--- config.mk ---
export PLATFORM = sky130hd
export DESIGN_NAME = sync_pair_frame_parser_xor_top
export DESIGN_NICKNAME = d
export VERILOG_FILES = /design/src/hw/rtl/spfp_pkg.sv /design/src/hw/rtl/sync_pair_frame_parser_xor_top.sv /design/src/hw/rtl/spfp_parser.sv /design/src/hw/rtl/spfp_result.sv
export SDC_FILE = /design/constraint.sdc
export NUM_CORES = 2
export LEC_CHECK = 0
export BUFFER_PORTS_ARGS = -buffer_cell sky130_fd_sc_hd__buf_4
export CORE_MARGIN = 3
export CORE_UTILIZATION = 45
export DETAILED_ROUTE_END_ITERATION = 8
export PLACE_DENSITY = 0.62
export SLEW_MARGIN = 20
export SYNTH_ARGS = -nofsm -noshare
export SYNTH_HDL_FRONTEND = slang
export SYNTH_SLANG_ARGS = --single-unit
--- constraint.sdc ---
create_clock -name clk_i -period 15.75 [get_ports clk_i]
set_input_delay 1.575 -clock clk_i [delete_from_list [all_inputs] [get_ports clk_i]]
set_output_delay 1.575 -clock clk_i [all_outputs]
set_load 0.02 [all_outputs]
--- src/hw/rtl/spfp_pkg.sv ---
// ----------------------------------------------------------------------------
// spfp_pkg: shared types and constants of the sync pair frame parser
// Sync byte, length limits, register indexes and the judged frame record.
// ----------------------------------------------------------------------------
package spfp_pkg;

  localparam int unsigned MaxFrameDefault = 256;
  localparam int unsigned MinFrame        = 16;
  localparam int unsigned GainFracBits    = 14;
  localparam int unsigned PayloadBytes    = 10;

  localparam logic [7:0] SyncByte = 8'h55;

  localparam int unsigned CfgIdxW  = 2;
  localparam int unsigned CfgDataW = 16;
  localparam int unsigned PwmW     = 19;

  localparam logic [CfgIdxW-1:0] RegPwmOffset = CfgIdxW'(0);
  localparam logic [CfgIdxW-1:0] RegPwmGain   = CfgIdxW'(1);

  localparam logic [CfgDataW-1:0] PwmOffsetReset = 16'd1100;
  localparam logic [CfgDataW-1:0] PwmGainReset   = 16'd21845;

  // One judged frame: verdict plus frame offsets 4..13
  typedef struct packed {
    logic                         good;
    logic [PayloadBytes-1:0][7:0] payload;
  } frame_evt_t;

endpackage

--- src/hw/rtl/sync_pair_frame_parser_xor_top.sv ---
// ----------------------------------------------------------------------------
// sync_pair_frame_parser_xor_top: serial frame parser with XOR checksum
// Splits a byte stream at 0x55 0x55 pairs, checks each frame and drives pwm.
// ----------------------------------------------------------------------------
//
//  channel  | handshake              | payload
//  ---------+------------------------+--------------------------------------
//  in       | in_valid_i/in_ready_o  | rx_byte_i
//  out      | out_valid_o/out_ready_i| frame_good_o, pwm_*_o, *_color_o,
//           |                        | good_frames_o, bad_frames_o
//  cfg      | cfg_we_i (no wait)     | cfg_idx_i, cfg_wdata_i
//
// One byte is taken per cycle while in_ready_o is high. A frame verdict
// leaves the parser through a one-beat event register in the cycle after the
// closing sync byte is taken, and the scaled pwm values (one 16x16 multiply
// per lane) then land in the result register once it is free to take them.
// Reset clears sync state, held outputs and counters; config regs reload
// their defaults. A stalled output backs up into the event register; the
// input stalls only when both are full.
// ----------------------------------------------------------------------------
module sync_pair_frame_parser_xor_top #(
  parameter int unsigned MAX_FRAME = spfp_pkg::MaxFrameDefault
) (
  input  logic                          clk_i,
  input  logic                          rst_ni,
  // byte input
  input  logic                          in_valid_i,
  output logic                          in_ready_o,
  input  logic [7:0]                    rx_byte_i,
  // frame results
  output logic                          out_valid_o,
  input  logic                          out_ready_i,
  output logic                          frame_good_o,
  output logic [spfp_pkg::PwmW-1:0]     pwm_one_o,
  output logic [spfp_pkg::PwmW-1:0]     pwm_two_o,
  output logic [spfp_pkg::PwmW-1:0]     pwm_three_o,
  output logic [spfp_pkg::PwmW-1:0]     pwm_four_o,
  output logic [7:0]                    head_color_o,
  output logic [7:0]                    tail_color_o,
  output logic [31:0]                   good_frames_o,
  output logic [31:0]                   bad_frames_o,
  // configuration writes
  input  logic                          cfg_we_i,
  input  logic [spfp_pkg::CfgIdxW-1:0]  cfg_idx_i,
  input  logic [spfp_pkg::CfgDataW-1:0] cfg_wdata_i
);

  logic [spfp_pkg::CfgDataW-1:0]  pwm_offset_q;
  logic [spfp_pkg::CfgDataW-1:0]  pwm_gain_q;
  logic                           evt_valid;
  logic                           evt_take;
  spfp_pkg::frame_evt_t           evt;
  logic                           beat;
  logic [3:0][spfp_pkg::PwmW-1:0] pwm;

  // Config registers; writes to unused indexes drop
  always_ff @(posedge clk_i or negedge rst_ni) begin
    if (!rst_ni) begin
      pwm_offset_q <= spfp_pkg::PwmOffsetReset;
      pwm_gain_q   <= spfp_pkg::PwmGainReset;
    end else if (cfg_we_i) begin
      case (cfg_idx_i)
        spfp_pkg::RegPwmOffset: pwm_offset_q <= cfg_wdata_i;
        spfp_pkg::RegPwmGain:   pwm_gain_q   <= cfg_wdata_i;
        default: ;
      endcase
    end
  end

  // Take a byte whenever the event slot is empty or draining this cycle
  assign in_ready_o = !evt_valid || evt_take;
  assign beat       = in_valid_i && in_ready_o;

  spfp_parser #(
    .MAX_FRAME (MAX_FRAME)
  ) u_parser (
    .clk_i       (clk_i),
    .rst_ni      (rst_ni),
    .beat_i      (beat),
    .rx_byte_i   (rx_byte_i),
    .evt_valid_o (evt_valid),
    .evt_o       (evt),
    .evt_take_i  (evt_take)
  );

  spfp_result u_result (
    .clk_i         (clk_i),
    .rst_ni        (rst_ni),
    .evt_valid_i   (evt_valid),
    .evt_i         (evt),
    .evt_take_o    (evt_take),
    .pwm_offset_i  (pwm_offset_q),
    .pwm_gain_i    (pwm_gain_q),
    .out_valid_o   (out_valid_o),
    .out_ready_i   (out_ready_i),
    .frame_good_o  (frame_good_o),
    .pwm_o         (pwm),
    .head_color_o  (head_color_o),
    .tail_color_o  (tail_color_o),
    .good_frames_o (good_frames_o),
    .bad_frames_o  (bad_frames_o)
  );

  assign pwm_one_o   = pwm[0];
  assign pwm_two_o   = pwm[1];
  assign pwm_three_o = pwm[2];
  assign pwm_four_o  = pwm[3];

endmodule

--- src/hw/rtl/spfp_parser.sv ---
// ----------------------------------------------------------------------------
// spfp_parser: byte stream framing and checksum tracking
// Finds 0x55 0x55 starts, tracks position, XOR and payload, judges frames.
// ----------------------------------------------------------------------------
module spfp_parser #(
  parameter int unsigned MAX_FRAME = spfp_pkg::MaxFrameDefault
) (
  input  logic                    clk_i,
  input  logic                    rst_ni,
  input  logic                    beat_i,
  input  logic [7:0]              rx_byte_i,
  output logic                    evt_valid_o,
  output spfp_pkg::frame_evt_t    evt_o,
  input  logic                    evt_take_i
);

  localparam int unsigned PosW = $clog2(MAX_FRAME + 3);
  localparam logic [PosW-1:0] PosSat   = PosW'(MAX_FRAME + 2);
  localparam logic [PosW-1:0] PosStart = PosW'(2);
  localparam logic [PosW-1:0] PosMin   = PosW'(spfp_pkg::MinFrame + 1);
  localparam logic [PosW-1:0] PosMax   = PosW'(MAX_FRAME + 1);
  localparam logic [PosW-1:0] PosXor   = PosW'(5);

  logic                  synced_q;
  logic [PosW-1:0]       pos_q;
  logic [7:0]            xor_q;
  logic [2:0][7:0]       recent_q;
  logic [spfp_pkg::PayloadBytes-1:0][7:0] cap_q;
  logic                  evt_valid_q;
  spfp_pkg::frame_evt_t  evt_q;

  logic pair;
  logic good;

  assign pair = (rx_byte_i == spfp_pkg::SyncByte) && (recent_q[0] == spfp_pkg::SyncByte);
  assign good = (pos_q >= PosMin) && (pos_q <= PosMax) && (xor_q == recent_q[2]);

  always_ff @(posedge clk_i or negedge rst_ni) begin
    if (!rst_ni) begin
      synced_q    <= 1'b0;
      pos_q       <= '0;
      xor_q       <= '0;
      recent_q    <= '0;
      evt_valid_q <= 1'b0;
    end else begin
      if (evt_take_i) begin
        evt_valid_q <= 1'b0;
      end
      if (beat_i) begin
        recent_q <= {recent_q[1:0], rx_byte_i};
        if (pair) begin
          if (synced_q) begin
            evt_valid_q <= 1'b1;
          end
          synced_q <= 1'b1;
          pos_q    <= PosStart;
          xor_q    <= '0;
        end else if (synced_q) begin
          if (pos_q >= PosXor) begin
            xor_q <= xor_q ^ recent_q[2];
          end
          if (pos_q < PosSat) begin
            pos_q <= pos_q + PosW'(1);
          end
        end
      end
    end
  end

  // Payload capture and frame snapshot: data only, no reset
  always_ff @(posedge clk_i) begin
    if (beat_i) begin
      if (pair && synced_q) begin
        evt_q.good    <= good;
        evt_q.payload <= cap_q;
      end
      if (!pair && synced_q) begin
        for (int i = 0; i < spfp_pkg::PayloadBytes; i++) begin
          if (pos_q == PosW'(i + 4)) begin
            cap_q[i] <= rx_byte_i;
          end
        end
      end
    end
  end

  assign evt_valid_o = evt_valid_q;
  assign evt_o       = evt_q;

endmodule

--- src/hw/rtl/spfp_result.sv ---
// ----------------------------------------------------------------------------
// spfp_result: pwm scaling, held outputs and frame counters
// Scales motor words on a good frame and registers the result beat.
// ----------------------------------------------------------------------------
module spfp_result (
  input  logic                              clk_i,
  input  logic                              rst_ni,
  input  logic                              evt_valid_i,
  input  spfp_pkg::frame_evt_t              evt_i,
  output logic                              evt_take_o,
  input  logic [spfp_pkg::CfgDataW-1:0]     pwm_offset_i,
  input  logic [spfp_pkg::CfgDataW-1:0]     pwm_gain_i,
  output logic                              out_valid_o,
  input  logic                              out_ready_i,
  output logic                              frame_good_o,
  output logic [3:0][spfp_pkg::PwmW-1:0]    pwm_o,
  output logic [7:0]                        head_color_o,
  output logic [7:0]                        tail_color_o,
  output logic [31:0]                       good_frames_o,
  output logic [31:0]                       bad_frames_o
);

  localparam int unsigned ScaledW = 32 - spfp_pkg::GainFracBits;

  logic                           out_valid_q;
  logic                           good_q;
  logic [3:0][spfp_pkg::PwmW-1:0] pwm_q;
  logic [3:0][spfp_pkg::PwmW-1:0] pwm_d;
  logic [7:0]                     head_q;
  logic [7:0]                     tail_q;
  logic [31:0]                    good_cnt_q;
  logic [31:0]                    bad_cnt_q;
  logic                           load;

  assign evt_take_o = evt_valid_i && (!out_valid_q || out_ready_i);
  assign load       = evt_take_o;

  always_comb begin
    logic [15:0]        motor;
    logic [31:0]        prod;
    logic [ScaledW-1:0] scaled;
    for (int l = 0; l < 4; l++) begin
      motor    = {evt_i.payload[2*l+1], evt_i.payload[2*l]};
      prod     = 32'(motor) * 32'(pwm_gain_i);
      scaled   = prod[31:spfp_pkg::GainFracBits];
      pwm_d[l] = spfp_pkg::PwmW'(scaled) + spfp_pkg::PwmW'(pwm_offset_i);
    end
  end

  always_ff @(posedge clk_i or negedge rst_ni) begin
    if (!rst_ni) begin
      out_valid_q <= 1'b0;
      good_q      <= 1'b0;
      pwm_q       <= '0;
      head_q      <= '0;
      tail_q      <= '0;
      good_cnt_q  <= '0;
      bad_cnt_q   <= '0;
    end else begin
      if (load) begin
        out_valid_q <= 1'b1;
        good_q      <= evt_i.good;
        if (evt_i.good) begin
          pwm_q      <= pwm_d;
          head_q     <= evt_i.payload[8];
          tail_q     <= evt_i.payload[9];
          good_cnt_q <= good_cnt_q + 32'd1;
        end else begin
          bad_cnt_q <= bad_cnt_q + 32'd1;
        end
      end else if (out_ready_i) begin
        out_valid_q <= 1'b0;
      end
    end
  end

  assign out_valid_o   = out_valid_q;
  assign frame_good_o  = good_q;
  assign pwm_o         = pwm_q;
  assign head_color_o  = head_q;
  assign tail_color_o  = tail_q;
  assign good_frames_o = good_cnt_q;
  assign bad_frames_o  = bad_cnt_q;

endmodule

-- Yosys cells after proc, flatten, opt, wreduce, memory -nomap -nowiden
Index checks and enable logic that the tools add are counted.
- register bits after elaboration: 394
- input bits: 31
- output and inout bits: 159
- logic and storage cells: 118
- $add $sub $neg: 7
- $mul: 4
- order comparisons: 4
- equal/unequal tests: 14
- multiplexer cells: 12
- bitwise logic cells: 2
- reductions and logical operators: 35
- operator list (operator ; count):
    multiplier 16 x 16 -> 32 bit ; 4
    adder 18 x 16 -> 19 bit ; 4
    adder 32 x 1 -> 32 bit (second input constant) ; 2
    == test 9 x 4 -> 1 bit (second input constant) ; 6
    == test 9 x 3 -> 1 bit (second input constant) ; 4
    AND reduction 3 bit ; 12
    two-way mux 9 bit ; 3
    two-way mux 8 bit ; 3
    == test 8 x 7 -> 1 bit (second input constant) ; 2
    AND reduction 2 bit ; 6
    adder 9 x 1 -> 9 bit (second input constant) ; 1
    >= comparator 9 x 3 -> 1 bit (second input constant) ; 1
    >= comparator 9 x 5 -> 1 bit (second input constant) ; 1
    less-or-equal comparator 9 bit (second input constant) ; 1
    less-than comparator 9 bit (second input constant) ; 1
    == test 8 bit ; 1
    nonzero test 2 bit ; 4
    XOR 8 bit ; 1
    logical AND 1 bit ; 7
    two-way mux 1 bit ; 6
    logical NOT 1 bit ; 3
    == test 2 x 1 -> 1 bit (second input constant) ; 1
    logical NOT 2 bit ; 1
    logical OR 1 bit ; 2
    NOT 1 bit ; 1

-- Logic depth before layout (Yosys ltp)
- depth in word-level cells: 7
- mapped depth: 34

-- Cells and area by module
Synthesis repeated with hierarchy kept, for this count alone.
- cell total of the unflattened synthesis: 5031
- area, all modules: 49314.8 sq um
- modules (own cells, without submodules) (module ; times used ; cells each ; area an instance (sq um) ; sequential area each (sq um)):
    spfp_result ; 1 ; 4585 ; 40926.8 ; 3953.8
    spfp_parser ; 1 ; 376 ; 7148.1 ; 5910.7
    sync_pair_frame_parser_xor_top ; 1 ; 70 ; 1239.9 ; 815.8

-- Worst setup path before layout
No wires, ideal clock.
- path type: reg2reg
- from: reg pwm_gain_q[2] in the netlist's numbering
- to: reg u_result.pwm_q (netlist bit u_result.pwm_o[74])
- library setup time: 0.134 ns
- arrival time: 8.069 ns
- setup slack: 7.547 ns
- stages on the path, launching flop included: 32
- path buffers: 2
- cells stage by stage: dfstp_2 -> clkbuf_1 -> clkbuf_1 -> nand2_1 -> fa_1 -> fa_1 -> fa_1 -> fa_1 -> inv_1 -> fa_1 -> inv_1 -> fa_1 -> inv_1 -> ha_1 -> and3_1 -> and3_1 -> o221a_2 -> o21ai_2 -> or2b_1 -> a21o_2 -> a21oi_1 -> xnor2_1 -> ha_1 -> o21a_1 -> o21a_1 -> a2111o_1 -> a31oi_1 -> o21ai_0 -> and4_1 -> nor3_1 -> o41a_1 -> o31ai_1
- word-level cells in the longest chain between the ends: 2
- RTL lines (element ; line ; text):
    from (decl) ; sync_pair_frame_parser_xor_top.sv:49 ; logic [spfp_pkg::CfgDataW-1:0] pwm_gain_q;
    from (signal assigned) ; sync_pair_frame_parser_xor_top.sv:60 ; pwm_gain_q <= spfp_pkg::PwmGainReset;
    from (signal assigned) ; sync_pair_frame_parser_xor_top.sv:64 ; spfp_pkg::RegPwmGain: pwm_gain_q <= cfg_wdata_i;
    multiplier 16 x 16 -> 32 bit ; spfp_result.sv:44 ; prod = 32'(motor) * 32'(pwm_gain_i);
    adder 18 x 16 -> 19 bit ; spfp_result.sv:46 ; pwm_d[l] = spfp_pkg::PwmW'(scaled) + spfp_pkg::PwmW'(pwm_offset_i);
    to (signal assigned) ; spfp_result.sv:64 ; pwm_q <= pwm_d;
    to (decl) ; spfp_result.sv:27 ; logic [3:0][spfp_pkg::PwmW-1:0] pwm_q;
Every way passes these cells.
A chain may end at the register's enable or synchronous reset.

-- Final worst setup path
- from: reg pwm_gain_q[10] in the netlist's numbering
- to: reg u_result.pwm_q (netlist bit u_result.pwm_o[74])
Same word-level chain as after synthesis.

==> impl_metrics.env <==
export IMPL_status="complete, no violations"
export IMPL_avgSynthCellArea_um2=9.75
export IMPL_highest_layer="met5"
export IMPL_clock_sinks=394
export IMPL_path_class="reg -> reg"
export IMPL_final_cell_mix="inv_1, nand2_1, fa_1, ha_1, and2_1"
export IMPL_synthesis_nets=6350
export IMPL_timing_fmax_mhz=107
export IMPL_rsz0062_at_grt="no"
export IMPL_met3_length_um=7910
export IMPL_synth_cell_type_count=81
export IMPL_antenna_found_initial=9
export IMPL_io_buffers=189
export IMPL_rr_startpoint="pwm_gain_q[10]"
export IMPL_synth_compound_area_share_pct=5.40
export IMPL_synth_edf_count=161
export IMPL_synthMuxAreaShare_pct=1.32
export IMPL_cts_setup_buffers=0
export IMPL_utilization_pct=49.6
export IMPL_required_ns=16.18
export IMPL_cts_tree="yes"
export IMPL_final_common_cell="inv_1"
export IMPL_fp_dieW_um=337
export IMPL_fp_dieH_um=337
export IMPL_drt_iter0_markers=1977
export IMPL_maxCapViolCount=0
export IMPL_num_nets_final=6416
export IMPL_syn_area_mm2=0.0494
export IMPL_die_area_mm2=0.114
export IMPL_grt_pass1_wl_um=201000
export IMPL_cp_top_family="adder cells"
export IMPL_wl_um=124000
export IMPL_hpwl_um=93100
export IMPL_synth_xor_area_share_pct=3.56
export IMPL_slowest_stage="dfstp_2"
export IMPL_hold_viol_final=0
export IMPL_ys_seq_area_share_pct=21.6
export IMPL_areaGrowthSynthToFinish_pct=8.38
export IMPL_setup_viol=0
export IMPL_min_period_ns=9.36
export IMPL_worst_pin_slew_ns=1.11
export IMPL_ys_async_sr_fraction_pct=59.1
export IMPL_grt_usage_pct=22.5
export IMPL_firstDrtPassIters=5
export IMPL_overflow=0
export IMPL_ctsLongestPathBuffers=3
export IMPL_core_area_mm2=0.108
export IMPL_wl_met2_um=57000
export IMPL_timing_rr_end="u_result.pwm_o[74]"
export IMPL_clock_root_buffer="clkbuf_16"
export IMPL_r2r_slack_ns=6.39
export IMPL_cp_depth=28
export IMPL_clkLatencyLatePin_ns=0.58
export IMPL_synth_simple_gate_area_share_pct=16.0
export IMPL_slew_violations=0
export IMPL_finalCritPeriodShare_pct=59.4
export IMPL_dpl_instance_area_mm2=0.0521
export IMPL_clk_pin_slew_ns=0.07
export IMPL_grt_max_degree=85
export IMPL_vias=34600
export IMPL_viasPerCell=5.27
export IMPL_yosys_area_share_adder_pct=43.6
export IMPL_max_stage_delay_ns=1.09
export IMPL_crit_path_end="u_result.pwm_o[74]"
export IMPL_drc=0
export IMPL_holdWs_ns=0.402
export IMPL_grt_pass1_vias=36000
export IMPL_wl_met1_um=55500
export IMPL_end_kind="register"
export IMPL_design_area_mm2=0.0535
export IMPL_timing_critical_path_mode_cell="fa_1"
export IMPL_critPathArrivalTime_ns=9.79
export IMPL_avgRoutedWirePerCell_um=18.8
export IMPL_synthCells=5065
export IMPL_ctsHoldBuffers=0
export IMPL_synth_top_family_by_area="adder cells"
export IMPL_cts_resized=0
export IMPL_cp_max_fo=34
export IMPL_ys_flop_type="dfrtp_1"
export IMPL_htreeDepth=2
export IMPL_ys_ff_latch=394
export IMPL_initial_core_util_pct=45.7
export IMPL_gp_congestion=0.850
export IMPL_num_rows=120
export IMPL_drive_above_1_share_pct=7.84
export IMPL_fin_tns_setup_ns=0
export IMPL_rr_worst_depth=28
export IMPL_critPathLaunchType="register"
export IMPL_cts_made_buffers=41
export IMPL_yosysWarningCount=0
export IMPL_hold_class="reg -> reg"
export IMPL_cp_num_buf_inv=2
export IMPL_slew_limit_headroom_pct=25.7
export IMPL_fin_skew_ns=0.0252
export IMPL_ios=190
export IMPL_startpoint="pwm_gain_q[10]"
export IMPL_ant_nets=0
## how the worst min path moves through the flow
stage	startpoint	end	slack, ns	cells after the start
floorplan	u_parser.cap_q[0]	u_parser.evt_o[0]	0.40	0
global placement	u_parser.cap_q[19]	u_parser.evt_o[19]	0.40	0
detailed placement	u_parser.cap_q[10]	u_parser.evt_o[10]	0.40	0
CTS	u_parser.cap_q[19]	u_parser.evt_o[19]	0.40	0
global route	u_parser.cap_q[20]	u_parser.evt_o[20]	0.41	0
finish	u_parser.cap_q[19]	u_parser.evt_o[19]	0.40	0
## cells by family after synthesis
kind of cell / after synthesis
adder cells (fa/ha/maj): 1254
buffers and inverters: 1126
AND/OR/NAND/NOR: 1629
AO/OA/AOI/OAI: 405
flip-flops: 394
XOR/XNOR: 199
multiplexers: 58
## cell type report
cell class	instances	area [µm²]
clock inverters	14	188
inverters	921	3460
multi-input cells	3545	34500
diodes	3	7.51
flip-flops and latches	394	10700
clock buffers	62	1210
well taps	1403	1760
repair buffers	228	1720
fillers	9988	54400
## per-layer routing
metal  vias up  GRT usage, %
met1     17600          32.1
met2       980          36.1
li1      15800             -
met5         -             0
met4         2          6.01
met3       166          3.32
## registers in the layout, indices dropped and copies added, names as in the netlist, 9 cells and up
register / flops
u_parser.evt_o: 81
u_parser.cap_q: 80
u_result.pwm_o: 76
u_result.bad_frames_o: 32
u_result.good_frames_o: 32
u_parser.recent_q: 24
pwm_gain_q: 16
pwm_offset_q: 16
u_parser.pos_q: 9
## synthesized netlist by cell type, types with 4 or more instances
cell / number / area share, %
a31o_2: 6 / 0.11
nand3b_1: 5 / 0.076
nand3_1: 51 / 0.52
and4_1: 8 / 0.14
ha_1: 478 / 12
o2111ai_1: 7 / 0.12
o21ai_1: 4 / 0.041
o21bai_1: 11 / 0.17
or2_2: 13 / 0.16
a21boi_0: 5 / 0.076
and3_1: 34 / 0.43
mux2_2: 56 / 1.3
a21o_1: 39 / 0.59
and2_1: 464 / 5.9
clkbuf_1: 196 / 1.5
buf_1: 8 / 0.061
dfstp_2: 12 / 0.64
nor3_1: 45 / 0.46
nor2_1: 113 / 0.86
nand2_1: 787 / 6.0
a31oi_1: 8 / 0.10
edfxtp_1: 161 / 9.8
nor2b_1: 16 / 0.20
inv_1: 921 / 7.0
xnor2_1: 125 / 2.2
nor3b_1: 5 / 0.076
nand2b_1: 25 / 0.32
o41ai_1: 6 / 0.11
o21ai_0: 124 / 1.3
a211o_1: 7 / 0.12
o31ai_1: 8 / 0.12
a21oi_1: 96 / 0.97
o211ai_1: 9 / 0.14
o21a_1: 15 / 0.23
fa_1: 776 / 31
a211oi_1: 18 / 0.27
or3_1: 8 / 0.10
nor4bb_1: 4 / 0.081
xor2_1: 73 / 1.3
dfrtp_1: 221 / 11
nand4_1: 37 / 0.47
## stage by stage
step / setup WS, ns / instances
5_1_grt: 5.92 / 6567
4_1_cts: 6.42 / 6567
6_report: 6.39 / 6570
2_1_floorplan: 7.55 / 5065
3_3_place_gp: 6.61 / 6491
3_5_place_dp: 6.49 / 6491
Power is not shown: default switching activity piles up to over one toggle a cycle in this logic, so the estimate is an artifact.
